File: src/hw/rtl/literal_line_substitution_unit_macros.svh
// Assertion macros for the literal line substitution unit
// Expects i_clk and i_rst_n in the scope of every module that uses them
`ifndef LITERAL_LINE_SUBSTITUTION_UNIT_MACROS_SVH
`define LITERAL_LINE_SUBSTITUTION_UNIT_MACROS_SVH

// condition in this cycle implies consequence in this cycle
`define LLS_ASSERT_IMPL(label, ante, cons) \
    label: assert property (@(posedge i_clk) disable iff (!i_rst_n) (ante) |-> (cons)) \
        else $error("lls check failed: same-cycle implication");

// condition in this cycle implies consequence in the next cycle
`define LLS_ASSERT_NEXT(label, ante, cons) \
    label: assert property (@(posedge i_clk) disable iff (!i_rst_n) (ante) |=> (cons)) \
        else $error("lls check failed: next-cycle implication");

`endif

File: src/hw/rtl/lls_pkg.sv
// Package for the literal line substitution unit: types, codes and defaults
// No dependencies; used by every module of the unit
package lls_pkg;

    // default sizes, handed to the top level parameters
    localparam int MAX_PATTERN_DEF     = 8;
    localparam int MAX_REPLACEMENT_DEF = 8;
    localparam int LINE_DEPTH_DEF      = 4096;

    // fixed field widths
    localparam int CFG_W = 64;
    localparam int LEN_W = 4;

    localparam logic [7:0] NEWLINE_BYTE = 8'h0A;

    // eight bytes, byte zero in the low bits
    typedef logic [7:0][7:0] t_bytes8;

    typedef enum logic [1:0] {
        K_BYTE = 2'd0,
        K_END  = 2'd1,
        K_PULL = 2'd2
    } t_kind;

    typedef enum logic [1:0] {
        ST_UNMOD = 2'd0,
        ST_MOD   = 2'd1,
        ST_OVF   = 2'd2
    } t_status;

    typedef enum logic [1:0] {
        CFG_PATTERN   = 2'd0,
        CFG_PAT_LEN   = 2'd1,
        CFG_REPLACE   = 2'd2,
        CFG_REP_LEN   = 2'd3
    } t_cfg_index;

    typedef enum logic [2:0] {
        S_IDLE,
        S_TRIM,
        S_REPL,
        S_FLUSH,
        S_EMIT
    } t_state;

    typedef struct packed {
        logic [1:0] kind;
        logic [7:0] content_byte;
        logic       has_newline;
    } t_in;

    typedef struct packed {
        logic       out_kind;
        logic [7:0] out_byte;
        logic       last;
        logic [1:0] record_status;
    } t_out;

    // window commands from the sequencer
    typedef struct packed {
        logic append;
        logic pop;
        logic clear;
    } t_win_cmd;

endpackage

File: src/hw/rtl/lls_window.sv
// Match window of the literal line substitution unit: byte shift line and compare
// Depends on lls_pkg
module lls_window #(
    parameter int MAX_PATTERN = lls_pkg::MAX_PATTERN_DEF,
    localparam int CW = $clog2(MAX_PATTERN + 1),
    localparam int IW = (MAX_PATTERN > 1) ? $clog2(MAX_PATTERN) : 1
) (
    input  logic              i_clk,
    input  logic              i_rst_n,
    input  lls_pkg::t_win_cmd i_cmd,
    input  logic [7:0]        i_byte,
    input  logic [CW-1:0]     i_plen,
    input  lls_pkg::t_bytes8  i_pattern,
    output logic [CW-1:0]     o_count,
    output logic [7:0]        o_oldest,
    output logic              o_match
);

    logic [7:0]    r_win [MAX_PATTERN];
    logic [CW-1:0] r_count;
    logic [CW-1:0] n_count;

    // fill count
    always_comb begin
        n_count = r_count;
        if (i_cmd.clear) begin
            n_count = '0;
        end else if (i_cmd.append) begin
            n_count = r_count + CW'(1);
        end else if (i_cmd.pop) begin
            n_count = r_count - CW'(1);
        end
    end

    always_ff @(posedge i_clk) begin
        if (!i_rst_n) begin
            r_count <= '0;
        end else begin
            r_count <= n_count;
        end
    end

    // window bytes, oldest at entry zero
    always_ff @(posedge i_clk) begin
        if (i_cmd.append) begin
            r_win[r_count[IW-1:0]] <= i_byte;
        end else if (i_cmd.pop) begin
            for (int i = 0; i < MAX_PATTERN - 1; i++) begin
                r_win[i] <= r_win[i + 1];
            end
        end
    end

    // compare the first plen bytes against the pattern
    always_comb begin
        o_match = 1'b1;
        for (int i = 0; i < MAX_PATTERN; i++) begin
            if ((CW'(i) < i_plen) && (r_win[i] != i_pattern[i])) begin
                o_match = 1'b0;
            end
        end
    end

    assign o_count  = r_count;
    assign o_oldest = r_win[0];

endmodule

File: config.mk
export PLATFORM = sky130hd
export DESIGN_NAME = lls_window
export DESIGN_NICKNAME = d
export VERILOG_FILES = /design/src/hw/rtl/literal_line_substitution_unit_macros.svh /design/src/hw/rtl/lls_pkg.sv /design/src/hw/rtl/lls_window.sv
export SDC_FILE = /design/constraint.sdc
export NUM_CORES = 1
export LEC_CHECK = 0
export BUFFER_PORTS_ARGS = -buffer_cell sky130_fd_sc_hd__buf_2
export CAP_MARGIN = 20
export CORE_AREA = 2 2 92 94
export DETAILED_ROUTE_END_ITERATION = 7
export DIE_AREA = 0 0 94 96
export GPL_TIMING_DRIVEN = 0
export PLACE_DENSITY = 0.74
export SYNTH_ARGS = -nofsm -noshare
export SYNTH_HDL_FRONTEND = slang
export SYNTH_SLANG_ARGS = --single-unit
File: constraint.sdc
create_clock -name i_clk -period 1.54 [get_ports i_clk]
set_input_delay 0.077 -clock i_clk [delete_from_list [all_inputs] [get_ports i_clk]]
set_output_delay 0.077 -clock i_clk [all_outputs]
set_load 0.01 [all_outputs]
* After elaboration in Yosys (flattened, before gate mapping) *
Memories as Yosys holds them, arrays and structs flattened.
Cells that the tools add are included.

storage, ports and cells
  register bits = 4
  bits in latches = 0
  RAM bits = 64
  ROM bits = 0
  output and inout port bits = 13
  word-level logic and storage cells = 50
  memories = 1

memories
  memory  words  bits a word  rd ports  clocked after memory_dff  wr ports  line              RTL
  r_win   8      8            8         0                         7         lls_window.sv:19  logic [7:0] r_win [MAX_PATTERN];

operators by class
  add/sub/neg operators = 2
  $mul = 0
  div/mod/pow operators = 0
  order comparisons = 8
  eq/ne operators = 8
  shift operators = 0
  multiplexer cells = 18
  bitwise logic cells = 1
  reduce and logical (&&, ||, !) cells = 11

operators with widths
  kind                 count
  $ne 8x8->1           8
  $lt 3x4->1 const A   4
  $mux 1               14
  $logic_and 1x1->1    8
  $lt 1x4->1 const A   2
  $lt 2x4->1 const A   2
  $mux 4               2
  $mux 8               1
  $reduce_or 8->1      1
  $add 4x1->4 const B  1
  $sub 4x1->4 const B  1
  $mux 3               1
  $reduce_bool 2->1    1
  $reduce_or 2->1      1
  $not 1->1            1

* Longest topological paths before layout *
Gate-level depths: netlist (run 1).

  depth after elaboration = 10
  gate-level depth with buffers = 8
  depth with buffers taken out = 8

* Least setup slack after synthesis (run 1) *
Ideal clock, no wire load.

  path kind = register -> output
  start point = mem r_win[4][5]
  end point = out o_match
  data arrival time = 1.657 ns
  path slack = -0.194 ns
  stages on the path, launching flop included = 7
  path buffers = 0
  path through = edfxtp_1 xor2_1 nor4_1 nand2_1 o32ai_1 a41oi_1 a211oi_1

RTL lines
  element             line              RTL
  start: declaration  lls_window.sv:19
  end: declaration    lls_window.sv:16  output logic o_match

==> metrics list, run 1 <==
- Detailed-route wire length: 8.56 mm
- Deepest clock path buffer count: 2
* Static leakage: 1.96 nW
* Reg2Reg Capture Point: r_win[0][2]$_DFFE_PP_
* Worst Skew: ~8.9 ps
- In this run the number of cells on the critical path is 6.
* Largest net degree at the start of global routing: 11
- The startpoint identified for the worst hold timing path is i_rst_n.
* Met2 routing resource usage after global routing: 33.3%
- Post-synthesis instance total: 279
* Worst setup path category: flip-flop to primary output
* Top cell type's share of synthesized area: approximately 55%
* RD Place Congestion: slightly below 0.8
* Worst hold path stage count: 3
- Vias in the first global route: 2,549
* Post-Place Worst Slack: -531 ps
* Register-to-register path setup slack: 50 ps
* Via count normalized by instance count: around 5.3
* Post-Synthesis Cell Area: 3510 sq um
- TritonCTS built the clock tree.
- For the pin with the worst max-slew slack, the measured transition is 668 ps.
* Number of synthesized flops with an enable pin: 64
- In the global route stage, overall resource usage came out at 19.7%.
- Combinational cells account for 17.2% of the total power.
- Antenna-violating nets left: 0
- Kind of cell with the highest combined delay on the critical path: compound AO/OA/AOI/OAI gates
* Area Overhead vs Synth: 27.8%
- Final worst setup slack: -675 ps
- The first global-routing pass estimated between 10 and 15 mm of wire.
- After global routing the overflow that remains totals 0.
- Data arrives at the worst endpoint at 2140 ps.
* Top-level I/O count: 94
- Global routing met1 resource utilization: between 20 and 25%
- For the final routed database, the setup TNS stands at -675 ps.
- The worst setup path is launched from a flip-flop.
- HPWL after DPL: 6.48 mm
- Summing over every cut layer, the via total after detailed routing is 2,636.
* Die Y-Extent: 96 um
- Outcome: finished with violations
* Utilization after layout: 55.7%
- Setup repair after global routing could not meet its margin everywhere.
- Final min period: 2220 ps
- The most used flip-flop cell after synthesis is edfxtp_1.
- For this configuration, the core starts out at a cell density of a little over two fifths.
- Area of the die: around 9000 sq um
* Internal power consumption: 0.00309 W
- Number of DRC violations after detailed routing: 0
- CP Buf/Inv Count: 1
* GR peak layer: met2
- Maximum clock rate: 451 MHz
- In this design, the stage delay of the slowest critical-path cell is 420 ps.
- Final non-filler cell area: approximately 4500 sq um
- For this run, global-route usage on met3 was measured as 4.62%.
- In this run, synthesis produced a sequential element count of 68.
- After clock tree synthesis, the clock-pin slew on the worst setup and hold paths is roughly 70 ps.
- For this design, the sink count on the clock tree is 68.
- Initial DRC count: 146
- In this run the power density over the cells is 930 nW/um^2.
- Number of buffers inserted during clock tree synthesis: 9
- In this run the core area contains 33 standard-cell rows.
- The critical path goes through xor2_1 > nor4_1 > nand2_1 > a211o_1 > a211oi_2 > buf_2.
- At the worst endpoint, the required time is 1460 ps.
* Type of the tightest min-delay check: input pin to flip-flop
- A synthesized cell averages 12.6 sq um.
- The Yosys step of the flow raised 0 warnings.
- Number of distinct library cells after synthesis: 26
- WL per Instance: 17.1 um
- Net count after synthesis: 363
- Counting cells, the worst reg-to-reg path comes to 3.
* Post-route clock period utilization: 144%
- The number of hold violations in the final report came to 0.
- R2r startpoint: o_count[0]$_SDFFE_PP0P_
* Number of port buffers: 93
- The clock network burns 29.1% of the power.
- By area the synthesized netlist is led by edfxtp_1 55%, a21o_1 12%, xnor2_1 10%.
* Placeable Area: around 8000 sq um
- Slowest CP cell: edfxtp_1
- Antenna Diode Count: 0
- Leading cell type in the layout, fill and taps excluded: buf_2
- Maximum capacitance violations: 0
- Floorplan die width: 94 um
* Top cell type by total area after synthesis: edfxtp_1
- At the end of the flow, the number of nets in the layout was 475.
- Clock tree root driver cell: clkbuf_8
- Post-placement cell area: 4120 sq um
- Reported net switching power: between 0.001 and 0.0015 W
- For this run, the detailed router's first-pass iteration total came to 5.
- Setup crit end kind: primary output
* Register area share after synthesis: a little under three fifths
- IR Drop Worst-Case VDD: between 0.0004 and 0.0005 V
- In this run the number of H-tree levels came out at 3.
* Setup-failing EPs final: 1
- End point of the most critical hold path: o_count[1]$_SDFFE_PP0P_
- The initial antenna violation count was 0.
- Hold is met by around 72 ps.
- Final Slew Violations: 0
* Power share of the sequential group: between 50% and 60%
- Share of async-settable or async-resettable flops after synthesis: 0%
- Share of final-layout standard cells stronger than drive strength 1: 34.3%
- The later pin in the worst-skew pair is clocked with a latency of 340 ps.
- Sw frac: 25.8%
* Worst slew margin relative to its limit: 55.4%
* Violations in the final reports: setup timing
- Most used cells in the layout excluding fill and tap cells: 99 x buf_2, 64 x edfxtp_1, 56 x a21o_1
- Along the worst path, the maximum fanout reaches 2.
==> worst min-delay path: stages <==
cell and delay [ps]:
buf_2 100, nand2b_1 140, a21oi_1 50
==> final cells by class <==
| class | count | area, sq um |
|---|---|---|
| Clock inverter | 3 | 13.8 |
| Clock buffer | 13 | 139 |
| Timing Repair Buffer | 101 | 551 |
| Sequential cell | 68 | 2010 |
| Fill cell | 692 | 3560 |
| Inverter | 2 | 7.51 |
| Multi-Input combinational cell | 194 | 1570 |
| Tap cell | 105 | 131 |
| Buffer | 15 | 63.8 |
==> per-stage QoR <==
| stage | power (W) | std cells |
|---|---|---|
| after global placement | 0.00290 | 477 |
| after CTS | 0.00415 | 496 |
| final | 0.00417 | 501 |
| after global routing | 0.00435 | 501 |
| after floorplan | 0.00266 | 279 |
| after detailed placement | 0.00292 | 477 |
==> power by group through the flow <==
stage	registers (W)	logic (W)	clock network [W]
after floorplan	0.00228	0.000372	0
after global placement	0.00228	0.000621	0
after detailed placement	0.00228	0.000640	0
after CTS	0.00224	0.000672	0.00123
after global routing	0.00225	0.000784	0.00131
final	0.00224	0.000717	0.00121
==> metal layers <==
metal / share of wire [%] / vias to the layer above
li1: - / 1247
met1: 42 / 1254
met2: 49 / 121
met3: 7.2 / 14
met4: 1.6 / 0
met5: 0 / -
==> cell families after synthesis <==
group	share of synthesized area [%]
compound gates	15.6
flops	57.0
xor+xnor	16.7
simple gates	7.34
buf+inv	2.03
fa+ha+maj	1.28
==> repair_timing <==
action,in CTS,in global routing
cloned,0,0
resized for setup,16,9
buffers inserted,3,5
pin swaps,12,4
hold buffers,0,0
endpoints found under the setup margin,66,58
==> sequential cells by signal (all words and copies together) (netlist names) <==
signal,count
o_count,4
r_win,64
==> cell usage after synthesis, types with 6 or more instances <==
cell type	number
edfxtp_1	64
buf_2	6
clkbuf_1	8
nand2_1	7
o21ai_0	9
nand4_1	10
a21o_1	56
xor2_1	26
xnor2_1	41
nor2b_1	9
nor2_1	6
nor4_1	7
==> how the worst max path moves through the flow <==
stage                          startpoint       to  slack [ps]
floorplan           r_win[4][5]$_DFFE_PP_  o_match        -120
global placement    r_win[0][7]$_DFFE_PP_  o_match        -430
detailed placement  r_win[0][7]$_DFFE_PP_  o_match        -530
CTS                 r_win[2][4]$_DFFE_PP_  o_match        -650
global route        r_win[4][1]$_DFFE_PP_  o_match        -840
finish              r_win[2][6]$_DFFE_PP_  o_match        -680
No activity file was read; power rests on OpenSTA's default activity.
==> inputs of run 2 (changes only) <==
--- a/config.mk
+++ b/config.mk
@@ -12,6 +12,7 @@
 export DIE_AREA = 0 0 94 96
 export GPL_TIMING_DRIVEN = 0
 export PLACE_DENSITY = 0.74
+export SETUP_SLACK_MARGIN = 0.1
 export SYNTH_ARGS = -nofsm -noshare
 export SYNTH_HDL_FRONTEND = slang
 export SYNTH_SLANG_ARGS = --single-unit
==> run 2 against run 1 <==
The run still ends with setup timing left. Utilization increased by 0.75 points. Setup slack got worse by 36 ps. Total power increased by 4.2%. Non-clock buffer count decreased by 1. Die area unchanged. Largest power group unchanged.
==> metrics list, run 2 (synthesis gave the netlist of run 1 again) <==
- The flow ran to the end, but the final reports show violations.
- Violations in the final reports: setup timing
- Vias in the first global route: 2,669 (+4.7%)
- Register-to-register path setup slack: 170 ps (+120 ps)
- The floorplan die area came to 9020 sq um (unchanged).
- The final instance count without filler cells was 499 (-0.40%).
- The starting density of the core is 43.6% (unchanged).
- The area of the core was 8050 sq um (unchanged).
- Worst setup SP type: flip-flop
- Share of final-layout standard cells stronger than drive strength 1: 35.5% (+1.2 points)
- The total power came to 0.00434 W (+4.2%).
* Number of DRC violations after detailed routing: 0 (unchanged)
- The clock slew at the register clock pins of the worst setup and hold paths came to 70 ps (about the same).
- The number of clock sinks came to 68 (unchanged).
- Via total after detailed routing: 2,572 (-2.4%)
* Power density cells: 956 nW/um^2 (+2.8%)
* Number of port buffers: 93 (unchanged)
- The final worst clock skew is 6.93 ps (-1.97 ps).
* Via count normalized by instance count: 5.15 (-2.0%)
- The max-cap check violation count was 0 (unchanged).
- The vertical extent of the die came to 96 um (unchanged).
* Worst setup path category: flip-flop to primary output
- The minimum period implied by the final worst setup slack came to 2250 ps (+35.7 ps).
- Number of flip-flops under the largest register name: 64 (unchanged)
- The average detailed-routed wire length per instance is 17.4 um (+1.6%).
- Number of nets in the layout: 474 (-0.21%)
- The setup slack of the critical path after layout was -711 ps (-35.7 ps).
- The register with the most flip-flops in the final layout is r_win.
- Final Slew Violations: 0 (unchanged)
* Clock tree root driver cell: clkbuf_8
- Global routing met1 resource utilization: 24.8% (+0.24 points)
- The transition time of the tightest slew-check pin was 621 ps (-46.4 ps).
- Relative to the synthesized area, the layout overhead comes to 29.5%.
- The initial detailed-routing violation count came to 132 (-9.6%).
- Maximum clock rate: 444 MHz (-1.6%)
* Worst slew margin relative to its limit: 58.5% (+3.1 points)
- Final non-filler cell area: 4550 sq um (+1.3%)
- The H-tree depth reported by CTS is 3 (unchanged).
- The library cell used most frequently in the layout, excluding fill and tap cells, is buf_2.
- IR Drop Worst-Case VDD: 0.000395 V (-6.0%)
- Antenna Diode Count: 0 (unchanged)
- The placed cell count is 477 (unchanged).
- Global routing met3 resource utilization: 3.13% (-1.5 points)
* Number of buffers inserted during clock tree synthesis: 9 (unchanged)
* Static leakage: 1.97 nW (+0.32%)
* Post-route clock period utilization: 146% (+2.3 points)
- CTS tree: built
* First-pass GRT wire length: 13.1 mm (+3.0%)
* GRT Total Usage: 20.2% (+0.54 points)
- The min-delay analysis places its worst path in the category input pin to flip-flop.
- Detailed-route wire length: 8.67 mm (+1.2%)
- Largest net degree at the start of global routing: 11 (unchanged)
* Deepest clock path buffer count: 2 (unchanged)
- HPWL after DPL: 6.56 mm (+1.2%)
- The floorplan row count came to 33 (unchanged).
* Setup-failing EPs final: 1 (unchanged)
* Fill count: 710 (+2.6%)
* Floorplan die width: 94 um (unchanged)
- The number of buffers inserted by hold repair at cts came to 0 (unchanged).
- Worst skew pair latency: 350 ps (about the same)
- GRT Residual Overflow: 0 (unchanged)
- Setup repair after global routing could not meet its margin everywhere.
* Most used cells in the layout excluding fill and tap cells: 99 x buf_2, 64 x edfxtp_1, 56 x a21o_1
- Top-level I/O count: 94 (unchanged)
- Top fanout value on the critical path: 2 (unchanged)
- Number of hold violations in the final report: 0 (unchanged)
- Setup crit end kind: primary output
- The number of optimization iterations in the first detailed-route pass came to 4 (-1).
* Antenna-violating nets left: 0 (unchanged)
- GR peak layer: met2
* RD Place Congestion: 0.773 (-1.1%)
- The data required time at the worst endpoint is 1460 ps (about the same).
* Arrival time at the worst endpoint: 2170 ps (+30 ps)
- Number of antenna violations at the first check in global routing: 0 (unchanged)
- Met2 routing resource usage after global routing: 35.7% (+2.4 points)
- The post-detailed-placement cell area came to 4120 sq um (about the same).
-- run 2: area by class of cell --
type,count,area [sq um],share of cell area (%)
Multi-Input combinational cell,194,1620,35.6
Timing Repair Buffer,100,543,11.9
Clock buffer,11,131,2.89
Clock inverter,4,41.3,0.908
Buffer,15,63.8,1.40
Sequential cell,68,2010,44.2
Inverter,2,7.51,0.165
Tap cell,105,131,2.89
-- run 2: worst paths after layout --
kind | depth (start not counted) | to | start
hold reg to reg | 2 | o_count[3]$_SDFFE_PP0P_ | o_count[3]$_SDFFE_PP0P_
hold / removal | 3 | o_count[3]$_SDFFE_PP0P_ | i_rst_n
setup reg to reg | 3 | r_win[5][3]$_DFFE_PP_ | o_count[1]$_SDFFE_PP0P_
setup / recovery | 6 | o_match | r_win[0][5]$_DFFE_PP_
-- run 2: metal layers --
layer	wire (um)	vias to the layer above
met4	61	0
met5	0	-
met3	575	8
met1	3610	1221
met2	4420	93
li1	-	1250
-- run 2: metrics by stage --
stage	worst slack, ps	setup TNS (ps)	hold slack, ps	util (%)
floorplan	-88.5	-781	214	-
global placement	-377	-4130	392	51.2
detailed placement	-402	-9180	403	51.2
CTS	-706	-706	38.6	55.8
global route	-806	-806	78.0	56.5
finish	-711	-711	45.3	56.5
-- run 2: worst max-delay path, stage by stage (launching register included) --
cell      delay (ps)
edfxtp_1         410
xnor2_1          210
nand4_1          210
nor4_4           390
o21ai_0          170
a211oi_2         270
buf_2            170
-- run 2: timing repair --
action                                  in CTS  in global routing
resized for setup                           25                  8
setup buffers                                6                  1
endpoints found under the setup margin      66                 16
pin swaps                                   14                 12
-- run 2: power by group --
part	total, W	internal [W]	switching (W)
registers	0.00224	0.00217	0.0000775
clock network	0.00137	0.000724	0.000645
logic	0.000731	0.000358	0.000373
