==> src/hw/rtl/literal_line_substitution_unit_macros.svh <==
// Assertion macros for the literal line substitution unit
// Expects i_clk and i_rst_n in the scope of every module that uses them
`ifndef LITERAL_LINE_SUBSTITUTION_UNIT_MACROS_SVH
`define LITERAL_LINE_SUBSTITUTION_UNIT_MACROS_SVH

// condition in this cycle implies consequence in this cycle
`define LLS_ASSERT_IMPL(label, ante, cons) \
    label: assert property (@(posedge i_clk) disable iff (!i_rst_n) (ante) |-> (cons)) \
        else $error("lls check failed: same-cycle implication");

// condition in this cycle implies consequence in the next cycle
`define LLS_ASSERT_NEXT(label, ante, cons) \
    label: assert property (@(posedge i_clk) disable iff (!i_rst_n) (ante) |=> (cons)) \
        else $error("lls check failed: next-cycle implication");

`endif

==> src/hw/rtl/lls_pkg.sv <==
// Package for the literal line substitution unit: types, codes and defaults
// No dependencies; used by every module of the unit
package lls_pkg;

    // default sizes, handed to the top level parameters
    localparam int MAX_PATTERN_DEF     = 8;
    localparam int MAX_REPLACEMENT_DEF = 8;
    localparam int LINE_DEPTH_DEF      = 4096;

    // fixed field widths
    localparam int CFG_W = 64;
    localparam int LEN_W = 4;

    localparam logic [7:0] NEWLINE_BYTE = 8'h0A;

    // eight bytes, byte zero in the low bits
    typedef logic [7:0][7:0] t_bytes8;

    typedef enum logic [1:0] {
        K_BYTE = 2'd0,
        K_END  = 2'd1,
        K_PULL = 2'd2
    } t_kind;

    typedef enum logic [1:0] {
        ST_UNMOD = 2'd0,
        ST_MOD   = 2'd1,
        ST_OVF   = 2'd2
    } t_status;

    typedef enum logic [1:0] {
        CFG_PATTERN   = 2'd0,
        CFG_PAT_LEN   = 2'd1,
        CFG_REPLACE   = 2'd2,
        CFG_REP_LEN   = 2'd3
    } t_cfg_index;

    typedef enum logic [2:0] {
        S_IDLE,
        S_TRIM,
        S_REPL,
        S_FLUSH,
        S_EMIT
    } t_state;

    typedef struct packed {
        logic [1:0] kind;
        logic [7:0] content_byte;
        logic       has_newline;
    } t_in;

    typedef struct packed {
        logic       out_kind;
        logic [7:0] out_byte;
        logic       last;
        logic [1:0] record_status;
    } t_out;

    // window commands from the sequencer
    typedef struct packed {
        logic append;
        logic pop;
        logic clear;
    } t_win_cmd;

endpackage

==> src/hw/rtl/lls_ctrl.sv <==
// Sequencer of the literal line substitution unit: drives the window, the store
// write unit and the result register. Depends on lls_pkg and the macro header
`include "literal_line_substitution_unit_macros.svh"

module lls_ctrl #(
    parameter int MAX_PATTERN = lls_pkg::MAX_PATTERN_DEF,
    parameter int LINE_DEPTH  = lls_pkg::LINE_DEPTH_DEF,
    localparam int CW = $clog2(MAX_PATTERN + 1),
    localparam int AW = $clog2(LINE_DEPTH),
    localparam int LW = $clog2(LINE_DEPTH + 1)
) (
    input  logic                     i_clk,
    input  logic                     i_rst_n,
    input  logic                     i_in_valid,
    output logic                     o_in_stall,
    input  lls_pkg::t_in             i_in_data,
    output logic                     o_out_valid,
    input  logic                     i_out_stall,
    output lls_pkg::t_out            o_out_data,
    input  logic [CW-1:0]            i_plen,
    input  logic [lls_pkg::LEN_W-1:0] i_rlen,
    input  lls_pkg::t_bytes8         i_replace,
    output lls_pkg::t_win_cmd        o_win_cmd,
    output logic [7:0]               o_win_byte,
    input  logic [CW-1:0]            i_win_count,
    input  logic [7:0]               i_win_oldest,
    input  logic                     i_win_match,
    output logic                     o_wr_en,
    output logic [AW-1:0]            o_wr_addr,
    output logic [7:0]               o_wr_data,
    output logic                     o_rd_en,
    output logic [AW-1:0]            o_rd_addr,
    input  logic [7:0]               i_rd_data
);

    lls_pkg::t_state r_state, n_state;

    logic [LW-1:0]             r_line_len, n_line_len;
    logic [LW-1:0]             r_rd_pos, n_rd_pos;
    logic                      r_matched, n_matched;
    logic                      r_overflow, n_overflow;
    logic                      r_held, n_held;
    logic                      r_nl_pending, n_nl_pending;
    logic [lls_pkg::LEN_W-1:0] r_rep_idx, n_rep_idx;
    logic                      r_has_nl, n_has_nl;
    logic                      r_pull_nl, n_pull_nl;
    logic                      r_out_valid, n_out_valid;
    lls_pkg::t_out             r_out_data, n_out_data;

    logic            in_xfer;
    logic            out_xfer;
    logic            st_req;
    logic [7:0]      st_byte;
    logic            fin;
    lls_pkg::t_status status;

    assign o_in_stall = (r_state != lls_pkg::S_IDLE) || r_out_valid;
    assign in_xfer    = i_in_valid && !o_in_stall;
    assign out_xfer   = r_out_valid && !i_out_stall;

    // next state
    always_comb begin
        n_state = r_state;
        case (r_state)
            lls_pkg::S_IDLE: begin
                if (in_xfer) begin
                    case (i_in_data.kind)
                        lls_pkg::K_BYTE: n_state = lls_pkg::S_TRIM;
                        lls_pkg::K_END:  n_state = lls_pkg::S_FLUSH;
                        lls_pkg::K_PULL: begin
                            if (r_held) begin
                                n_state = lls_pkg::S_EMIT;
                            end
                        end
                        default: n_state = lls_pkg::S_IDLE;
                    endcase
                end
            end
            lls_pkg::S_TRIM: begin
                if (i_win_count > i_plen) begin
                    n_state = lls_pkg::S_TRIM;
                end else if ((i_win_count == i_plen) && i_win_match && (i_rlen != '0)) begin
                    n_state = lls_pkg::S_REPL;
                end else begin
                    n_state = lls_pkg::S_IDLE;
                end
            end
            lls_pkg::S_REPL: begin
                if (r_rep_idx == i_rlen - lls_pkg::LEN_W'(1)) begin
                    n_state = lls_pkg::S_IDLE;
                end
            end
            lls_pkg::S_FLUSH: begin
                if (i_win_count == '0) begin
                    n_state = lls_pkg::S_IDLE;
                end
            end
            lls_pkg::S_EMIT: n_state = lls_pkg::S_IDLE;
            default: n_state = lls_pkg::S_IDLE;
        endcase
    end

    // datapath control and register next values
    always_comb begin
        n_line_len   = r_line_len;
        n_rd_pos     = r_rd_pos;
        n_matched    = r_matched;
        n_overflow   = r_overflow;
        n_held       = r_held;
        n_nl_pending = r_nl_pending;
        n_rep_idx    = r_rep_idx;
        n_has_nl     = r_has_nl;
        n_pull_nl    = r_pull_nl;
        n_out_valid  = r_out_valid;
        n_out_data   = r_out_data;
        o_win_cmd    = '0;
        o_rd_en      = 1'b0;
        o_wr_en      = 1'b0;
        st_req       = 1'b0;
        st_byte      = i_win_oldest;
        fin          = 1'b0;
        status       = lls_pkg::ST_UNMOD;

        if (out_xfer) begin
            n_out_valid = 1'b0;
        end

        case (r_state)
            lls_pkg::S_IDLE: begin
                if (in_xfer) begin
                    case (i_in_data.kind)
                        lls_pkg::K_BYTE, lls_pkg::K_END: begin
                            // a new record drops unread output
                            if (r_held) begin
                                n_held       = 1'b0;
                                n_line_len   = '0;
                                n_rd_pos     = '0;
                                n_nl_pending = 1'b0;
                            end
                            if (i_in_data.kind == lls_pkg::K_BYTE) begin
                                o_win_cmd.append = 1'b1;
                            end else begin
                                n_has_nl = i_in_data.has_newline;
                            end
                        end
                        lls_pkg::K_PULL: begin
                            if (r_held) begin
                                o_rd_en   = 1'b1;
                                n_pull_nl = !(r_rd_pos < r_line_len);
                            end
                        end
                        default: ;
                    endcase
                end
            end
            lls_pkg::S_TRIM: begin
                if (i_win_count > i_plen) begin
                    o_win_cmd.pop = 1'b1;
                    st_req        = 1'b1;
                end else if (i_win_count == i_plen) begin
                    if (i_win_match) begin
                        o_win_cmd.clear = 1'b1;
                        n_matched       = 1'b1;
                        n_rep_idx       = '0;
                    end else begin
                        o_win_cmd.pop = 1'b1;
                        st_req        = 1'b1;
                    end
                end
            end
            lls_pkg::S_REPL: begin
                st_req    = 1'b1;
                st_byte   = i_replace[r_rep_idx[2:0]];
                n_rep_idx = r_rep_idx + lls_pkg::LEN_W'(1);
            end
            lls_pkg::S_FLUSH: begin
                if (i_win_count != '0) begin
                    o_win_cmd.pop = 1'b1;
                    st_req        = 1'b1;
                end else begin
                    // record status and line hand-over
                    if (r_overflow) begin
                        status = lls_pkg::ST_OVF;
                    end else if (r_matched) begin
                        status = lls_pkg::ST_MOD;
                    end else begin
                        status = lls_pkg::ST_UNMOD;
                    end
                    n_rd_pos = '0;
                    if (status == lls_pkg::ST_MOD) begin
                        n_nl_pending = r_has_nl;
                        n_held       = (r_line_len != '0) || r_has_nl;
                        if (!((r_line_len != '0) || r_has_nl)) begin
                            n_line_len = '0;
                        end
                    end else begin
                        n_line_len   = '0;
                        n_nl_pending = 1'b0;
                    end
                    n_matched                = 1'b0;
                    n_overflow               = 1'b0;
                    n_out_valid              = 1'b1;
                    n_out_data.out_kind      = 1'b1;
                    n_out_data.out_byte      = 8'h00;
                    n_out_data.last          = 1'b0;
                    n_out_data.record_status = status;
                end
            end
            lls_pkg::S_EMIT: begin
                if (r_pull_nl) begin
                    n_out_data.out_byte = lls_pkg::NEWLINE_BYTE;
                    fin                 = 1'b1;
                end else begin
                    n_out_data.out_byte = i_rd_data;
                    n_rd_pos            = r_rd_pos + LW'(1);
                    fin = ((r_rd_pos + LW'(1)) >= r_line_len) && !r_nl_pending;
                end
                if (fin) begin
                    n_held       = 1'b0;
                    n_line_len   = '0;
                    n_rd_pos     = '0;
                    n_nl_pending = 1'b0;
                end
                n_out_valid              = 1'b1;
                n_out_data.out_kind      = 1'b0;
                n_out_data.last          = fin;
                n_out_data.record_status = lls_pkg::ST_UNMOD;
            end
            default: ;
        endcase

        // shared store write unit, one byte per cycle
        if (st_req) begin
            if (r_line_len < LW'(LINE_DEPTH)) begin
                o_wr_en    = 1'b1;
                n_line_len = r_line_len + LW'(1);
            end else begin
                n_overflow = 1'b1;
            end
        end
    end

    assign o_wr_addr   = r_line_len[AW-1:0];
    assign o_wr_data   = st_byte;
    assign o_rd_addr   = r_rd_pos[AW-1:0];
    assign o_win_byte  = i_in_data.content_byte;
    assign o_out_valid = r_out_valid;
    assign o_out_data  = r_out_data;

    // control registers
    always_ff @(posedge i_clk) begin
        if (!i_rst_n) begin
            r_state      <= lls_pkg::S_IDLE;
            r_line_len   <= '0;
            r_rd_pos     <= '0;
            r_matched    <= 1'b0;
            r_overflow   <= 1'b0;
            r_held       <= 1'b0;
            r_nl_pending <= 1'b0;
            r_out_valid  <= 1'b0;
        end else begin
            r_state      <= n_state;
            r_line_len   <= n_line_len;
            r_rd_pos     <= n_rd_pos;
            r_matched    <= n_matched;
            r_overflow   <= n_overflow;
            r_held       <= n_held;
            r_nl_pending <= n_nl_pending;
            r_out_valid  <= n_out_valid;
        end
    end

    // payload registers
    always_ff @(posedge i_clk) begin
        r_rep_idx  <= n_rep_idx;
        r_has_nl   <= n_has_nl;
        r_pull_nl  <= n_pull_nl;
        r_out_data <= n_out_data;
    end

    // checks
    `LLS_ASSERT_IMPL(a_win_bound, 1'b1, i_win_count <= CW'(MAX_PATTERN))
    `LLS_ASSERT_IMPL(a_len_bound, 1'b1, r_line_len <= LW'(LINE_DEPTH))
    `LLS_ASSERT_IMPL(a_repl_matched, r_state == lls_pkg::S_REPL, r_matched)
    `LLS_ASSERT_IMPL(a_read_bound, r_held, r_rd_pos <= r_line_len)
    `LLS_ASSERT_NEXT(a_emit_loads, r_state == lls_pkg::S_EMIT, r_out_valid && !r_out_data.out_kind)

endmodule

==> config.mk <==
export PLATFORM = sky130hd
export DESIGN_NAME = lls_ctrl
export DESIGN_NICKNAME = d
export VERILOG_FILES = /design/src/hw/rtl/lls_pkg.sv /design/src/hw/rtl/lls_ctrl.sv
export VERILOG_INCLUDE_DIRS = /design/src /design/src/hw/rtl
export SDC_FILE = /design/constraint.sdc
export NUM_CORES = 1
export LEC_CHECK = 0
export ABC_AREA = 1
export BUFFER_PORTS_ARGS = -buffer_cell sky130_fd_sc_hd__buf_2
export CELL_PAD_IN_SITES_DETAIL_PLACEMENT = 2
export CELL_PAD_IN_SITES_GLOBAL_PLACEMENT = 2
export CORE_ASPECT_RATIO = 1.25
export CORE_MARGIN = 2
export CORE_UTILIZATION = 29
export DETAILED_ROUTE_END_ITERATION = 8
export PLACE_DENSITY_LB_ADDON = 0.25
export SETUP_SLACK_MARGIN = 0.5
export SLEW_MARGIN = 20
export SYNTH_ARGS = -nofsm -noshare
export SYNTH_HDL_FRONTEND = slang
export SYNTH_SLANG_ARGS = --single-unit
==> constraint.sdc <==
create_clock -name i_clk -period 4.2 [get_ports i_clk]
set_input_delay 0.21 -clock i_clk [delete_from_list [all_inputs] [get_ports i_clk]]
set_output_delay 0.21 -clock i_clk [all_outputs]
set_load 0.03 [all_outputs]
# Yosys cells after proc, flatten, opt, wreduce, memory -nomap -nowiden
# Cells that the tools add are included.
[classes] n_addsub=4 magnitude_cmp=5 eq_ne=22 mux=86 bitwise_logic=1 reduce_logical=32
[ops] operator="13-bit two-way mux" count=15
[ops] operator="13-bit case mux with 3 select lines" count=2
[ops] operator="1-bit two-way mux" count=41
[ops] operator="13-bit by 1-bit adder with 13-bit output, second input constant" count=2
[ops] operator="8-bit binary-select mux with 3-bit select" count=1
[ops] operator="8-bit two-way mux" count=3
[ops] operator="12-bit case mux with 2 select lines" count=1
[ops] operator="2-bit inequality test, second input constant" count=10
[ops] operator="6-bit AND reduction" count=3
[ops] operator="4-bit AND reduction" count=4
[ops] operator="13-bit >= comparator" count=1
[ops] operator="13-bit < comparator" count=1
[ops] operator="13-bit < comparator, second input constant" count=1
[ops] operator="13-bit nonzero test" count=1
[ops] operator="12-bit two-way mux" count=1
[ops] operator="2-bit two-way mux" count=6
[ops] operator="3-bit two-way mux" count=4
[ops] operator="4-bit two-way mux" count=3
[ops] operator="3-bit case mux with 4 select lines" count=1
[ops] operator="1-bit case mux with 3 select lines" count=3
[ops] operator="3-bit case mux with 3 select lines" count=1
[ops] operator="4-bit == test" count=2
[ops] operator="4-bit case mux with 2 select lines" count=1
[ops] operator="4-bit nonzero test" count=2
[ops] operator="24 further kinds" count=40
[word_totals] register_bits=52 input_bits=108 out_inout_bits=59 word_cells=165

# Depth between registers and ports, before layout
# Gate-level depths: netlist of run 1.
[logic_depth] ltp_word=10 mapped_depth=18 depth_no_buf=18

# Worst setup path after synthesis of run 1
# Ideal clock, no wire load.
[synth_timing] path_type="register -> register" from="reg r_rd_pos[0]" to="reg r_nl_pending" setup_ns=0.126 arrival_time_ns=2.497 required_ns=4.074 path_slack_ns=1.577 path_stages_with_launch=19 path_buffers=0 synth_period_minus_slack_ns=2.623 path_cell_list="dfxtp_1 > ha_1 > and3_1 > nand3_1 > nor3_2 > nand2_1 > xnor2_1 > ha_1 > nand2_1 > nor2_1 > nand2_1 > nor2_1 > nor2_1 > nand3_1 > nand2_1 > nand2_2 > nand2_2 > nand2_2 > o22ai_1"
[synth_via] elab_chain_cells=7
[synth_lines] element="from (decl)" line="lls_ctrl.sv:39" source="logic [LW-1:0] r_rd_pos, n_rd_pos;"
[synth_lines] element="from (signal assigned)" line="lls_ctrl.sv:264" source="r_rd_pos <= n_rd_pos;"
[synth_lines] element="13-bit by 1-bit adder with 13-bit output" line="lls_ctrl.sv:216" source="fin = ((r_rd_pos + LW'(1)) >= r_line_len) && !r_nl_pending;"
[synth_lines] element="13-bit >= comparator" line="lls_ctrl.sv:216"
[synth_lines] element="1-bit logical AND" line="lls_ctrl.sv:216"
[synth_lines] element="1-bit two-way mux" line="lls_ctrl.sv:210" source="if (r_pull_nl) begin"
[synth_lines] element="1-bit two-way mux" line="lls_ctrl.sv:128" source="case (r_state)"
[synth_lines] element="2-bit inequality test (no line)"
[synth_lines] element="6-bit AND reduction (no line)"
[synth_lines] element="to (signal assigned)" line="lls_ctrl.sv:268" source="r_nl_pending <= n_nl_pending;"
[synth_lines] element="to (decl)" line="lls_ctrl.sv:43" source="logic r_nl_pending, n_nl_pending;"
# Every way passes these cells. The select of a mux whose other input is x is not followed.
# A chain may end at the register's enable or synchronous reset.

# Worst setup path in the final report of run 1
[layout_timing] from="reg r_rd_pos[1]" to="reg r_line_len[5]"
[layout_via] elab_chain_cells=9
[layout_lines] element="13-bit by 1-bit adder with 13-bit output (*)" line="lls_ctrl.sv:216"
[layout_lines] element="13-bit >= comparator (*)" line="lls_ctrl.sv:216"
[layout_lines] element="1-bit logical AND (*)" line="lls_ctrl.sv:216"
[layout_lines] element="1-bit two-way mux (*)" line="lls_ctrl.sv:210"
[layout_lines] element="1-bit two-way mux (*)" line="lls_ctrl.sv:128"
[layout_lines] element="13-bit two-way mux (*)" line="lls_ctrl.sv:218" source="if (fin) begin"
[layout_lines] element="13-bit case mux with 3 select lines (*)" line="lls_ctrl.sv:128"
[layout_lines] element="13-bit two-way mux" line="lls_ctrl.sv:234" source="if (r_line_len < LW'(LINE_DEPTH)) begin"
[layout_lines] element="13-bit two-way mux (*)" line="lls_ctrl.sv:233" source="if (st_req) begin"
[layout_lines] element="to (signal assigned)" line="lls_ctrl.sv:263" source="r_line_len <= n_line_len;"
[layout_lines] element="to (decl)" line="lls_ctrl.sv:38" source="logic [LW-1:0] r_line_len, n_line_len;"
# Every way passes the cells marked *; elsewhere a longest branch is shown, timed or not. The select of a mux whose other input is x is not followed.

==> flow_metrics.env, run 1 <==
export IMPL_syn_avg_cell_area_sq_um=7.14
export IMPL_yosys_area_share_adder=0.101
export IMPL_worstReg2RegEnd="r_line_len[5]"
export IMPL_period_needed_ps=3230
export IMPL_htree_levels=2
export IMPL_clk_insertion_delay_late_ps=300
export IMPL_antenna_found_initial=0
export IMPL_grt_start_max_net_pins=36
export IMPL_die_y_um=142
export IMPL_crit_buf_inv=0
export IMPL_grt_overflow_total=0
export IMPL_path_max_fanout=10
export IMPL_synth_area_sq_um=4440
export IMPL_dr_pass1_iters=4
export IMPL_core_area_sq_um=15000
export IMPL_grt_pass1_wl_um=26100
export IMPL_clock_skew_ps=5.59
export IMPL_outcome="finished clean"
export IMPL_wire_per_inst_um=18.1
export IMPL_ys_ff_latch=52
export IMPL_setup_ws_ps=974
export IMPL_syn_inst=622
export IMPL_crit_required_ps=4380
export IMPL_cp_top_family="simple AND/OR/NAND/NOR gates"
export IMPL_cts_root_buf="clkbuf_16"
export IMPL_syn_num_nets=766
export IMPL_start_kind="flip-flop"
export IMPL_synth_simple_area_share=0.280
export IMPL_finalMaxSlewViolations=0
export IMPL_synth_edf_count=18
export IMPL_cts_resized=0
export IMPL_ir_worst_vdd_uv=233
export IMPL_grt_total_usage=0.202
export IMPL_first_global_vias=5063
export IMPL_timing_fmax_mhz=310
export IMPL_ant_nets=0
export IMPL_synth_cell_types=44
export IMPL_portBuffers=150
export IMPL_diodes=0
export IMPL_worst_pin_slew_ps=1080
export IMPL_ff2ff_setup_slack_ps=970
export IMPL_synth_compound_area_share=0.145
export IMPL_initial_core_util=0.297
export IMPL_nNetsFinal=874
export IMPL_synth_top_family_by_area="simple AND/OR/NAND/NOR gates"
export IMPL_cts_hold_buffers=0
export IMPL_fillers=1862
export IMPL_hold_start="i_in_data[0]"
export IMPL_synth_top_area_frac=0.153
export IMPL_crit_top_cell="nand2_1"
export IMPL_hold_violations=0
export IMPL_final_cell_mix="150 x buf_2, 109 x nand2_1, 90 x nor2_1, 71 x inv_1, 39 x a21oi_1"
export IMPL_arrival_ps=3410
export IMPL_crit_path_end_kind="flip-flop"
export IMPL_avgViaCountPerCell=5.02
export IMPL_slowest_stage="dfxtp_1"
export IMPL_criticalPathCategory="flip-flop to flip-flop"
export IMPL_min_to="r_has_nl"
export IMPL_r2r_start="r_rd_pos[1]"
export IMPL_cts_clk_slew_worst_paths_ps=70
export IMPL_whs_path_depth=1
export IMPL_die_w_um=115
export IMPL_p_leak_uw=0.00258
export IMPL_cts_setup_buffers=0
export IMPL_post_route_util=0.352
export IMPL_cts_tree="built"
export IMPL_hold_path_class="primary input to flip-flop"
export IMPL_rows=50
export IMPL_yosysTopAreaCell="dfxtp_1"
export IMPL_rsz0062_at_grt="false"
export IMPL_drive_gt1_frac=0.267
export IMPL_synthTopCellsByArea="dfxtp_1 15%, edfxtp_1 12%, ha_1 10%"
export IMPL_synth_xor_area_share=0.0375
export IMPL_place_worst_setup_slack_ps=1010
export IMPL_drt_wl_total_um=16500
export IMPL_ios=167
export IMPL_worstRegToRegCells=18
export IMPL_slowest_delay_ps=450
export IMPL_ys_warnings_count=0
export IMPL_cts_sinks=52
export IMPL_slew_headroom=0.278
export IMPL_ys_flop_type="dfxtp_1"
export IMPL_power_density_nw_per_um2=533
export IMPL_final_common_cell="buf_2"
export IMPL_tns_ps=0
export IMPL_dieArea_sq_um=16300
export IMPL_gp_congestion=0.814
export IMPL_vias=4584
export IMPL_numCtsBuffers=5
export IMPL_post_route_period_util=0.768
export IMPL_dp_hpwl_um=13700
export IMPL_drc=0
export IMPL_setup_viol=0
export IMPL_ys_async_sr_fraction=0
export IMPL_crit_chain="ha_1 -> and3_1 -> nand3_1 -> nor3_2 -> nand2_1 -> xnor2_1 -> ha_1 -> nand2_1 -> nor2_1 -> nand2_1 -> nor2_1 -> nor2_1 -> nand3_1 -> nand2_1 -> nand2_2 -> nand3_4 -> nand2_1 -> a21oi_1"
export IMPL_muxShareOfSynthArea=0.0180
export IMPL_drt_initial_drc_count=145
export IMPL_yosysSeqAreaShare=0.275
export IMPL_max_cap_violations=0
export IMPL_clk_path_buf_depth=2
export IMPL_syn_to_final_growth_pct=18.5
-- per-layer routing --
layer | wire (um) | up-vias | GRT usage
li1 | - | 2247 | -
met1 | 6450 | 2200 | 0.214
met2 | 9070 | 126 | 0.411
met3 | 811 | 11 | 0.0290
met4 | 184 | 0 | 0.0417
met5 | 0 | - | 0
-- stage by stage --
| stage | hold WS [ps] | power, uW | instances | cell area [sq um] |
|---|---|---|---|---|
| floorplan | 309 | 1950 | 622 | 4440 |
| global placement | 416 | 2270 | 905 | 5100 |
| detailed placement | 420 | 2360 | 905 | 5100 |
| CTS | 102 | 2860 | 913 | 5260 |
| global route | 102 | 3050 | 913 | 5260 |
| finish | 115 | 2810 | 913 | 5260 |
-- state kept, by name (all words and copies together), names as in the netlist --
name,cells
o_out_data,12
o_out_valid,1
r_has_nl,1
r_held,1
r_line_len,13
r_matched,1
r_nl_pending,1
r_overflow,1
r_pull_nl,1
r_rd_pos,13
r_rep_idx,4
r_state,3
-- report_power, final --
part / leakage, uW / switching [uW] / internal, uW
Combinational: 0.00206 / 1050 / 528
Sequential: 0.000440 / 149 / 601
Clock: 0.0000814 / 200 / 281
Total: 0.00258 / 1400 / 1410
-- cell usage after synthesis, types with 2 or more instances --
| library cell | n |
|---|---|
| nand2_2 | 4 |
| nor2_2 | 8 |
| inv_2 | 9 |
| nand4_1 | 7 |
| xor2_1 | 14 |
| a211oi_2 | 3 |
| o211ai_1 | 8 |
| nand3_4 | 2 |
| o221ai_1 | 9 |
| ha_1 | 36 |
| nand3b_1 | 2 |
| nand2_1 | 109 |
| edfxtp_1 | 18 |
| inv_1 | 71 |
| mux2i_1 | 8 |
| nand3_1 | 29 |
| o32ai_1 | 8 |
| buf_2 | 3 |
| xnor2_1 | 5 |
| nor2_4 | 3 |
| nor3_2 | 2 |
| clkbuf_1 | 13 |
| o21ai_0 | 24 |
| nor2_1 | 90 |
| a21oi_1 | 39 |
| buf_4 | 33 |
| dfxtp_1 | 34 |
| nor3_1 | 13 |
| nor4_1 | 3 |
-- worst max-delay path by stage --
stage,start,slack (ps),to,cells after the start
global route,r_rd_pos[0],620,r_nl_pending,18
floorplan,r_rd_pos[0],1580,r_nl_pending,18
CTS,r_rd_pos[1],950,r_line_len[5],18
finish,r_rd_pos[1],970,r_line_len[5],18
detailed placement,r_rd_pos[1],1010,r_line_len[5],18
global placement,r_rd_pos[0],1270,r_line_len[0],18
-- cell families (layout without fill, tap and decap cells) --
family,count (synthesis),in the layout
and+or+nand+nor,276,276
buffers and inverters,131,240
AOI/OAI and AO/OA,100,100
DFF,52,52
adders and majority gates,36,36
xor gates and xnor gates,19,19
muxes,8,8
-- layout make-up --
| type | count | area (sq um) | area share |
|---|---|---|---|
| multi-input combinational | 439 | 2580 | 0.490 |
| tap | 182 | 228 | 0.0433 |
| timing repair buffer | 152 | 766 | 0.145 |
| clock inverter | 3 | 42.5 | 0.00808 |
| sequential | 52 | 1220 | 0.232 |
| clock buffer | 5 | 125 | 0.0238 |
| inverter | 80 | 300 | 0.0570 |
-- worst register-to-register path: stages, from the launching register on --
cell     delay (ps)
dfxtp_1         450
ha_1            220
and3_1          200
nand3_1         150
nor3_2          210
nand2_1         120
xnor2_1         170
ha_1            350
nand2_1          70
nor2_1          170
nand2_1         100
nor2_1          120
nor2_1           60
nand3_1          60
nand2_1          80
nand2_2         150
nand3_4         180
nand2_1         170
a21oi_1          90
Power figures use the tool's default switching activity.
==> run 2, diff against run 1 <==
--- a/config.mk
+++ b/config.mk
@@ -6,13 +6,13 @@
 export SDC_FILE = /design/constraint.sdc
 export NUM_CORES = 1
 export LEC_CHECK = 0
-export ABC_AREA = 1
+export ABC_AREA = 0
 export BUFFER_PORTS_ARGS = -buffer_cell sky130_fd_sc_hd__buf_2
 export CELL_PAD_IN_SITES_DETAIL_PLACEMENT = 2
 export CELL_PAD_IN_SITES_GLOBAL_PLACEMENT = 2
 export CORE_ASPECT_RATIO = 1.25
 export CORE_MARGIN = 2
-export CORE_UTILIZATION = 29
+export CORE_UTILIZATION = 28
 export DETAILED_ROUTE_END_ITERATION = 8
 export PLACE_DENSITY_LB_ADDON = 0.25
 export SETUP_SLACK_MARGIN = 0.5
==> constraint.sdc (replaced) <==
create_clock -name i_clk -period 3.15 [get_ports i_clk]
set_input_delay 0.1575 -clock i_clk [delete_from_list [all_inputs] [get_ports i_clk]]
set_output_delay 0.1575 -clock i_clk [all_outputs]
set_load 0.03 [all_outputs]
==> run 2 against run 1 <==
Effect of this change: maximum frequency rose by 8.5%; clock skew rose by 3.0 ps; final area rose by 4.6%; flip-flop and latch count did not move; sequential power fell by 5.2%; clock power rose by 26%; setup slack got worse by 800 ps; wire length fell by 10%; via count fell by 12%; synthesized cell count fell by 25%; sequential share of layout area fell by 0.57 points.
==> flow_metrics.env, run 2 <==
export IMPL_vias=4036
export IMPL_nNetsFinal=735
export IMPL_cp_top_family="simple AND/OR/NAND/NOR gates"
export IMPL_final_common_cell="buf_2"
export IMPL_syn_avg_cell_area_sq_um=9.02
export IMPL_crit_buf_inv=2
export IMPL_crit_path_end_kind="flip-flop"
export IMPL_grt_pass1_wl_um=23700
export IMPL_dr_pass1_iters=4
export IMPL_ys_warnings_count=0
export IMPL_arrival_ps=3120
export IMPL_p_sw_frac=0.282
export IMPL_hold_start="i_in_data[0]"
export IMPL_post_route_period_util=0.944
export IMPL_crit_path_start="r_rd_pos[0]"
export IMPL_outcome="finished clean"
export IMPL_ir_worst_vdd_uv=169
export IMPL_avgViaCountPerCell=5.21
export IMPL_seqPwrFrac=0.428
export IMPL_ys_async_sr_fraction=0
export IMPL_numCtsBuffers=5
export IMPL_yosysSeqAreaShare=0.291
export IMPL_place_worst_setup_slack_ps=-33.7
export IMPL_dp_hpwl_um=11600
export IMPL_setup_viol=0
export IMPL_yosysMostFrequentCell="ha_1"
export IMPL_p_sw_uw=468
export IMPL_ys_flop_type="dfxtp_1"
export IMPL_cts_tree="built"
export IMPL_core_area_sq_um=14800
export IMPL_max_cap_violations=0
export IMPL_grt_total_usage=0.187
export IMPL_synthTopCellsByArea="dfxtp_1 16%, edfxtp_1 13%, ha_1 11%"
export IMPL_die_w_um=114
export IMPL_drt_wl_total_um=14900
export IMPL_rsz0062_at_grt="true"
export IMPL_finalMaxSlewViolations=0
export IMPL_htree_levels=2
export IMPL_clk_insertion_delay_late_ps=300
export IMPL_rows=50
export IMPL_cts_sinks=52
export IMPL_initial_core_util=0.283
export IMPL_syn_inst=465
export IMPL_power_internal_uw=1190
export IMPL_clk_path_buf_depth=2
export IMPL_wire_per_inst_um=19.2
export IMPL_gp_congestion=0.787
export IMPL_die_y_um=141
export IMPL_slowest_stage="dfxtp_4"
export IMPL_power_density_nw_per_um2=302
export IMPL_cts_clk_slew_worst_paths_ps=70
export IMPL_yosysTopAreaCell="dfxtp_1"
export IMPL_post_route_util=0.371
export IMPL_start_kind="flip-flop"
export IMPL_drc=0
export IMPL_whs_ps=43.9
export IMPL_p_comb_frac=0.207
export IMPL_clock_skew_ps=8.64
export IMPL_hold_path_class="primary input to flip-flop"
export IMPL_syn_to_final_growth_pct=31.2
export IMPL_first_global_vias=4699
export IMPL_portBuffers=150
export IMPL_cts_root_buf="clkbuf_16"
export IMPL_hold_violations=0
export IMPL_path_max_fanout=11
export IMPL_dieArea_sq_um=16000
export IMPL_ys_ff_latch=52
export IMPL_synth_commonest_cells="36 x ha_1, 34 x dfxtp_1, 33 x a21oi_1, 33 x buf_4, 32 x nand2_1"
export IMPL_crit_required_ps=3300
export IMPL_slew_headroom=0.370
export IMPL_r2r_start="r_rd_pos[0]"
export IMPL_ios=167
export IMPL_synth_top_area_frac=0.162
export IMPL_p_total_uw=1660
export IMPL_grt_overflow_total=0
export IMPL_setup_ws_ps=175
export IMPL_criticalPathCategory="flip-flop to flip-flop"
export IMPL_drt_initial_drc_count=90
export IMPL_clkPwrFrac=0.365
export IMPL_final_cell_mix="150 x buf_2, 33 x a21oi_1, 32 x nand2_1, 30 x ha_1, 28 x nor2_1"
export IMPL_p_leak_uw=0.00246
export IMPL_syn_num_nets=609
export IMPL_timing_fmax_mhz=336
export IMPL_period_needed_ps=2970
export IMPL_ant_nets=0
export IMPL_drive_gt1_frac=0.441
export IMPL_grt_start_max_net_pins=31
export IMPL_antenna_found_initial=0
export IMPL_slowest_delay_ps=370
export IMPL_synth_cell_types=58
export IMPL_synth_area_sq_um=4200
export IMPL_worst_pin_slew_ps=944
export IMPL_crit_chain="ha_4 -> nand3_4 -> nor3_4 -> nand3_2 -> xnor2_2 -> ha_1 -> nand4_1 -> buf_6 -> a2111oi_4 -> and4bb_4 -> o21bai_4 -> buf_12 -> a311oi_2"
export IMPL_synth_edf_count=18
==> run 2: power by group through the flow <==
stage	clock [uW]	sequential [uW]	combinational [uW]
2_1_floorplan	0	716	237
3_3_place_gp	0	730	316
3_5_place_dp	0	730	331
4_1_cts	631	712	347
5_1_grt	651	714	379
6_report	606	711	345
==> run 2: layer usage <==
metal  track usage  routed length (um)  vias up
li1              -                   -     1910
met2         0.374                8440      129
met4        0.0603                 283        0
met3        0.0426                 869       17
met1         0.188                5270     1980
met5             0                   0        -
==> run 2: logic make-up (layout without fill, tap and decap cells) <==
logic type	count (synthesis)	in the layout	share of synthesized area
AOI/OAI and AO/OA	99	99	0.155
xor gates and xnor gates	14	14	0.0292
adders and majority gates	36	36	0.107
buffers and inverters	78	205	0.105
DFF	52	52	0.291
muxes	24	24	0.105
other	0	1	0
and+or+nand+nor	162	162	0.208
==> run 2: layout make-up <==
type | instances | area (sq um)
fillers | 1647 | 9320
multi-input cells | 335 | 2840
flip-flops and latches | 52 | 1250
repair buffers | 174 | 951
well taps | 182 | 228
clock buffers | 8 | 156
inverters | 23 | 86.3
diodes | 1 | 2.50
==> run 2: worst register-to-register path: stages (launching register included) <==
cell,delay (ps)
dfxtp_4,370
ha_4,160
nand3_4,100
nor3_4,210
nand3_2,120
xnor2_2,160
ha_1,330
nand4_1,140
buf_6,160
a2111oi_4,350
and4bb_4,290
o21bai_4,170
buf_12,160
a311oi_2,100
==> run 2: path summary, 6_finish.rpt <==
kind / to / slack, ps / cells after the start
max: r_line_len[4] / 180 / 13
min: r_has_nl / 40 / 1
min reg2reg: r_matched / 510 / 1
max reg2reg: r_line_len[4] / 180 / 13
==> run 2: repair_timing <==
action,4_1_cts,5_1_grt
pin swaps,13,12
gates resized for setup,36,16
cloned,0,0
endpoints found under the setup margin,29,29
hold buffers,0,0
buffers inserted,15,2
==> run 2: stage by stage <==
stage	setup TNS (ps)	area [sq um]	std cells
after floorplan	0	4280	465
after global placement	0	4950	749
after detailed placement	-177	4950	749
after CTS	0	5390	772
after global routing	0	5500	774
final	0	5510	775
==> run 3, diff against run 2 <==
--- a/config.mk
+++ b/config.mk
@@ -15,6 +15,7 @@
 export CORE_UTILIZATION = 28
 export DETAILED_ROUTE_END_ITERATION = 8
 export PLACE_DENSITY_LB_ADDON = 0.25
+export REMOVE_ABC_BUFFERS = 1
 export SETUP_SLACK_MARGIN = 0.5
 export SLEW_MARGIN = 20
 export SYNTH_ARGS = -nofsm -noshare
==> run 3 against run 2 <==
Effect of this change: core utilization increased by 1.1 points; clock skew increased by 5.9 ps; critical path type unchanged; sequential share of layout area decreased by 0.89 points; hold slack improved by 9.8 ps; largest power group unchanged; die area unchanged; flip-flop and latch count unchanged; setup slack got worse by 120 ps; total power about the same.
==> flow_metrics.env, run 3 (same netlist as run 2, synthesis figures left out) <==
export IMPL_ff2ff_setup_slack_ps=60
export IMPL_drive_gt1_frac=0.460
export IMPL_final_common_cell="buf_2"
export IMPL_arrival_ps=3300
export IMPL_cts_sinks=52
export IMPL_instances_no_fill=788
export IMPL_diodes=0
export IMPL_drt_wl_total_um=15800
export IMPL_numCtsBuffers=5
export IMPL_period_needed_ps=3090
export IMPL_grt_overflow_total=0
export IMPL_seqPwrFrac=0.433
export IMPL_crit_required_ps=3350
export IMPL_grt_met2_usage=0.382
export IMPL_worstRegToRegCells=14
export IMPL_dp_hpwl_um=12000
export IMPL_worst_pin_slew_ps=1070
export IMPL_hold_violations=0
export IMPL_criticalPathCategory="flip-flop to flip-flop"
export IMPL_post_place_cells=762
export IMPL_dr_pass1_iters=4
export IMPL_crit_path_start="r_rd_pos[0]"
export IMPL_finalMaxSlewViolations=0
export IMPL_p_leak_uw=0.00252
export IMPL_r2r_start="r_rd_pos[0]"
export IMPL_power_internal_uw=1170
export IMPL_grt_busiest_layer="met2"
export IMPL_p_sw_uw=492
export IMPL_nNetsFinal=749
export IMPL_vias=4114
export IMPL_cts_hold_buffers=0
export IMPL_p_sw_frac=0.296
export IMPL_first_global_vias=4650
export IMPL_start_kind="flip-flop"
export IMPL_clkPwrFrac=0.351
export IMPL_cts_root_buf="clkbuf_16"
export IMPL_clk_insertion_delay_late_ps=310
export IMPL_antenna_found_initial=0
export IMPL_post_route_util=0.383
export IMPL_path_max_fanout=11
export IMPL_worstReg2RegEnd="r_line_len[2]"
export IMPL_grt_pass1_wl_um=24800
export IMPL_use_met3=0.0318
export IMPL_final_cell_mix="150 x buf_2, 32 x a21oi_1, 32 x nand2_1, 30 x ha_1, 27 x nor2_1"
export IMPL_initial_core_util=0.283
export IMPL_grtUsageMet1=0.217
export IMPL_hold_path_class="primary input to flip-flop"
export IMPL_slew_headroom=0.288
export IMPL_drc=0
export IMPL_timing_fmax_mhz=323
export IMPL_die_y_um=141
export IMPL_place_worst_setup_slack_ps=-112
export IMPL_grt_start_max_net_pins=31
export IMPL_setup_ws_ps=56.2
export IMPL_cts_tree="built"
export IMPL_portBuffers=150
export IMPL_p_comb_frac=0.217
export IMPL_grt_total_usage=0.194
export IMPL_rows=50
export IMPL_post_route_period_util=0.982
export IMPL_rsz0062_at_grt="true"
export IMPL_ir_worst_vdd_uv=174
export IMPL_power_density_nw_per_um2=293
export IMPL_crit_path_end_kind="flip-flop"
export IMPL_p_total_uw=1660
export IMPL_outcome="finished clean"
export IMPL_core_area_sq_um=14800
export IMPL_setup_viol=0
export IMPL_ant_nets=0
export IMPL_max_cap_violations=0
export IMPL_htree_levels=2
export IMPL_clk_path_buf_depth=2
export IMPL_gp_congestion=0.763
export IMPL_die_w_um=114
export IMPL_dieArea_sq_um=16000
export IMPL_setup_worst_path_end="r_line_len[2]"
export IMPL_avgViaCountPerCell=5.22
export IMPL_ios=167
export IMPL_clock_skew_ps=14.6
export IMPL_drt_initial_drc_count=109
export IMPL_wire_per_inst_um=20.0
export IMPL_syn_to_final_growth_pct=35.2
export IMPL_cts_clk_slew_worst_paths_ps=90
run 3: cell count changes in the layout (fill, tap and decap cells not counted), sizes merged:
cell    delta
buf       +14
clkbuf     -3
inv        +1
diode      -1
clkinv     +2
run 3: how the worst min path moves through the flow:
| stage | from | to | slack (ps) | cells past startpoint |
|---|---|---|---|---|
| final | i_in_data[0] | r_has_nl | 50 | 1 |
| after global routing | i_in_data[0] | r_has_nl | 40 | 1 |
| after CTS | i_in_data[0] | r_has_nl | 50 | 1 |
| after detailed placement | i_in_data[1] | o_win_byte[0] | 320 | 0 |
| after global placement | i_in_data[1] | o_win_byte[0] | 320 | 0 |
| after floorplan | i_in_data[0] | r_has_nl | 260 | 0 |
run 3: worst max-delay path, cell delays in order, from the launching register on:
cell and delay [ps]:
dfxtp_2 370, ha_4 150, nand3_2 100, nor3_2 240, nand3_1 160, xnor2_2 180
ha_1 340, buf_6 130, a21oi_2 130, o21ai_1 100, o21bai_1 240, and4bb_4 340
o21bai_4 80, buf_12 150, a311oi_2 280
run 3: cell type report:
class | count | area, sq um
fillers | 1656 | 9150
clock inverters | 3 | 26.3
well taps | 182 | 228
repair buffers | 188 | 1100
inverters | 23 | 86.3
flip-flops and latches | 52 | 1230
clock buffers | 5 | 125
multi-input cells | 335 | 2880
run 3: per-layer routing:
layer / wire length, um / vias to the layer above
met5: 0 / -
met4: 256 / 0
met3: 871 / 16
met2: 8560 / 150
met1: 6090 / 2014
li1: - / 1934
run 3: power groups by stage:
stage / sequential [uW] / combinational, uW / clock [uW]
3_5_place_dp: 737 / 330 / 0
6_report: 719 / 360 / 583
3_3_place_gp: 736 / 317 / 0
5_1_grt: 722 / 396 / 632
4_1_cts: 721 / 359 / 594
2_1_floorplan: 737 / 183 / 0
run 3: what timing repair did:
item	4_1_cts	5_1_grt
hold endpoints to repair	0	0
setup buffers	14	4
gates resized for setup	75	13
pin swaps	32	12
setup endpoints to repair	29	29
run 3: metrics by stage:
stage          hold WS [ps]  area (sq um)  setup TNS (ps)
2_1_floorplan           256          3840            -269
3_3_place_gp            315          4970               0
3_5_place_dp            315          4970            -744
4_1_cts                53.2          5580               0
5_1_grt                44.0          5680            -514
6_report               53.7          5680               0
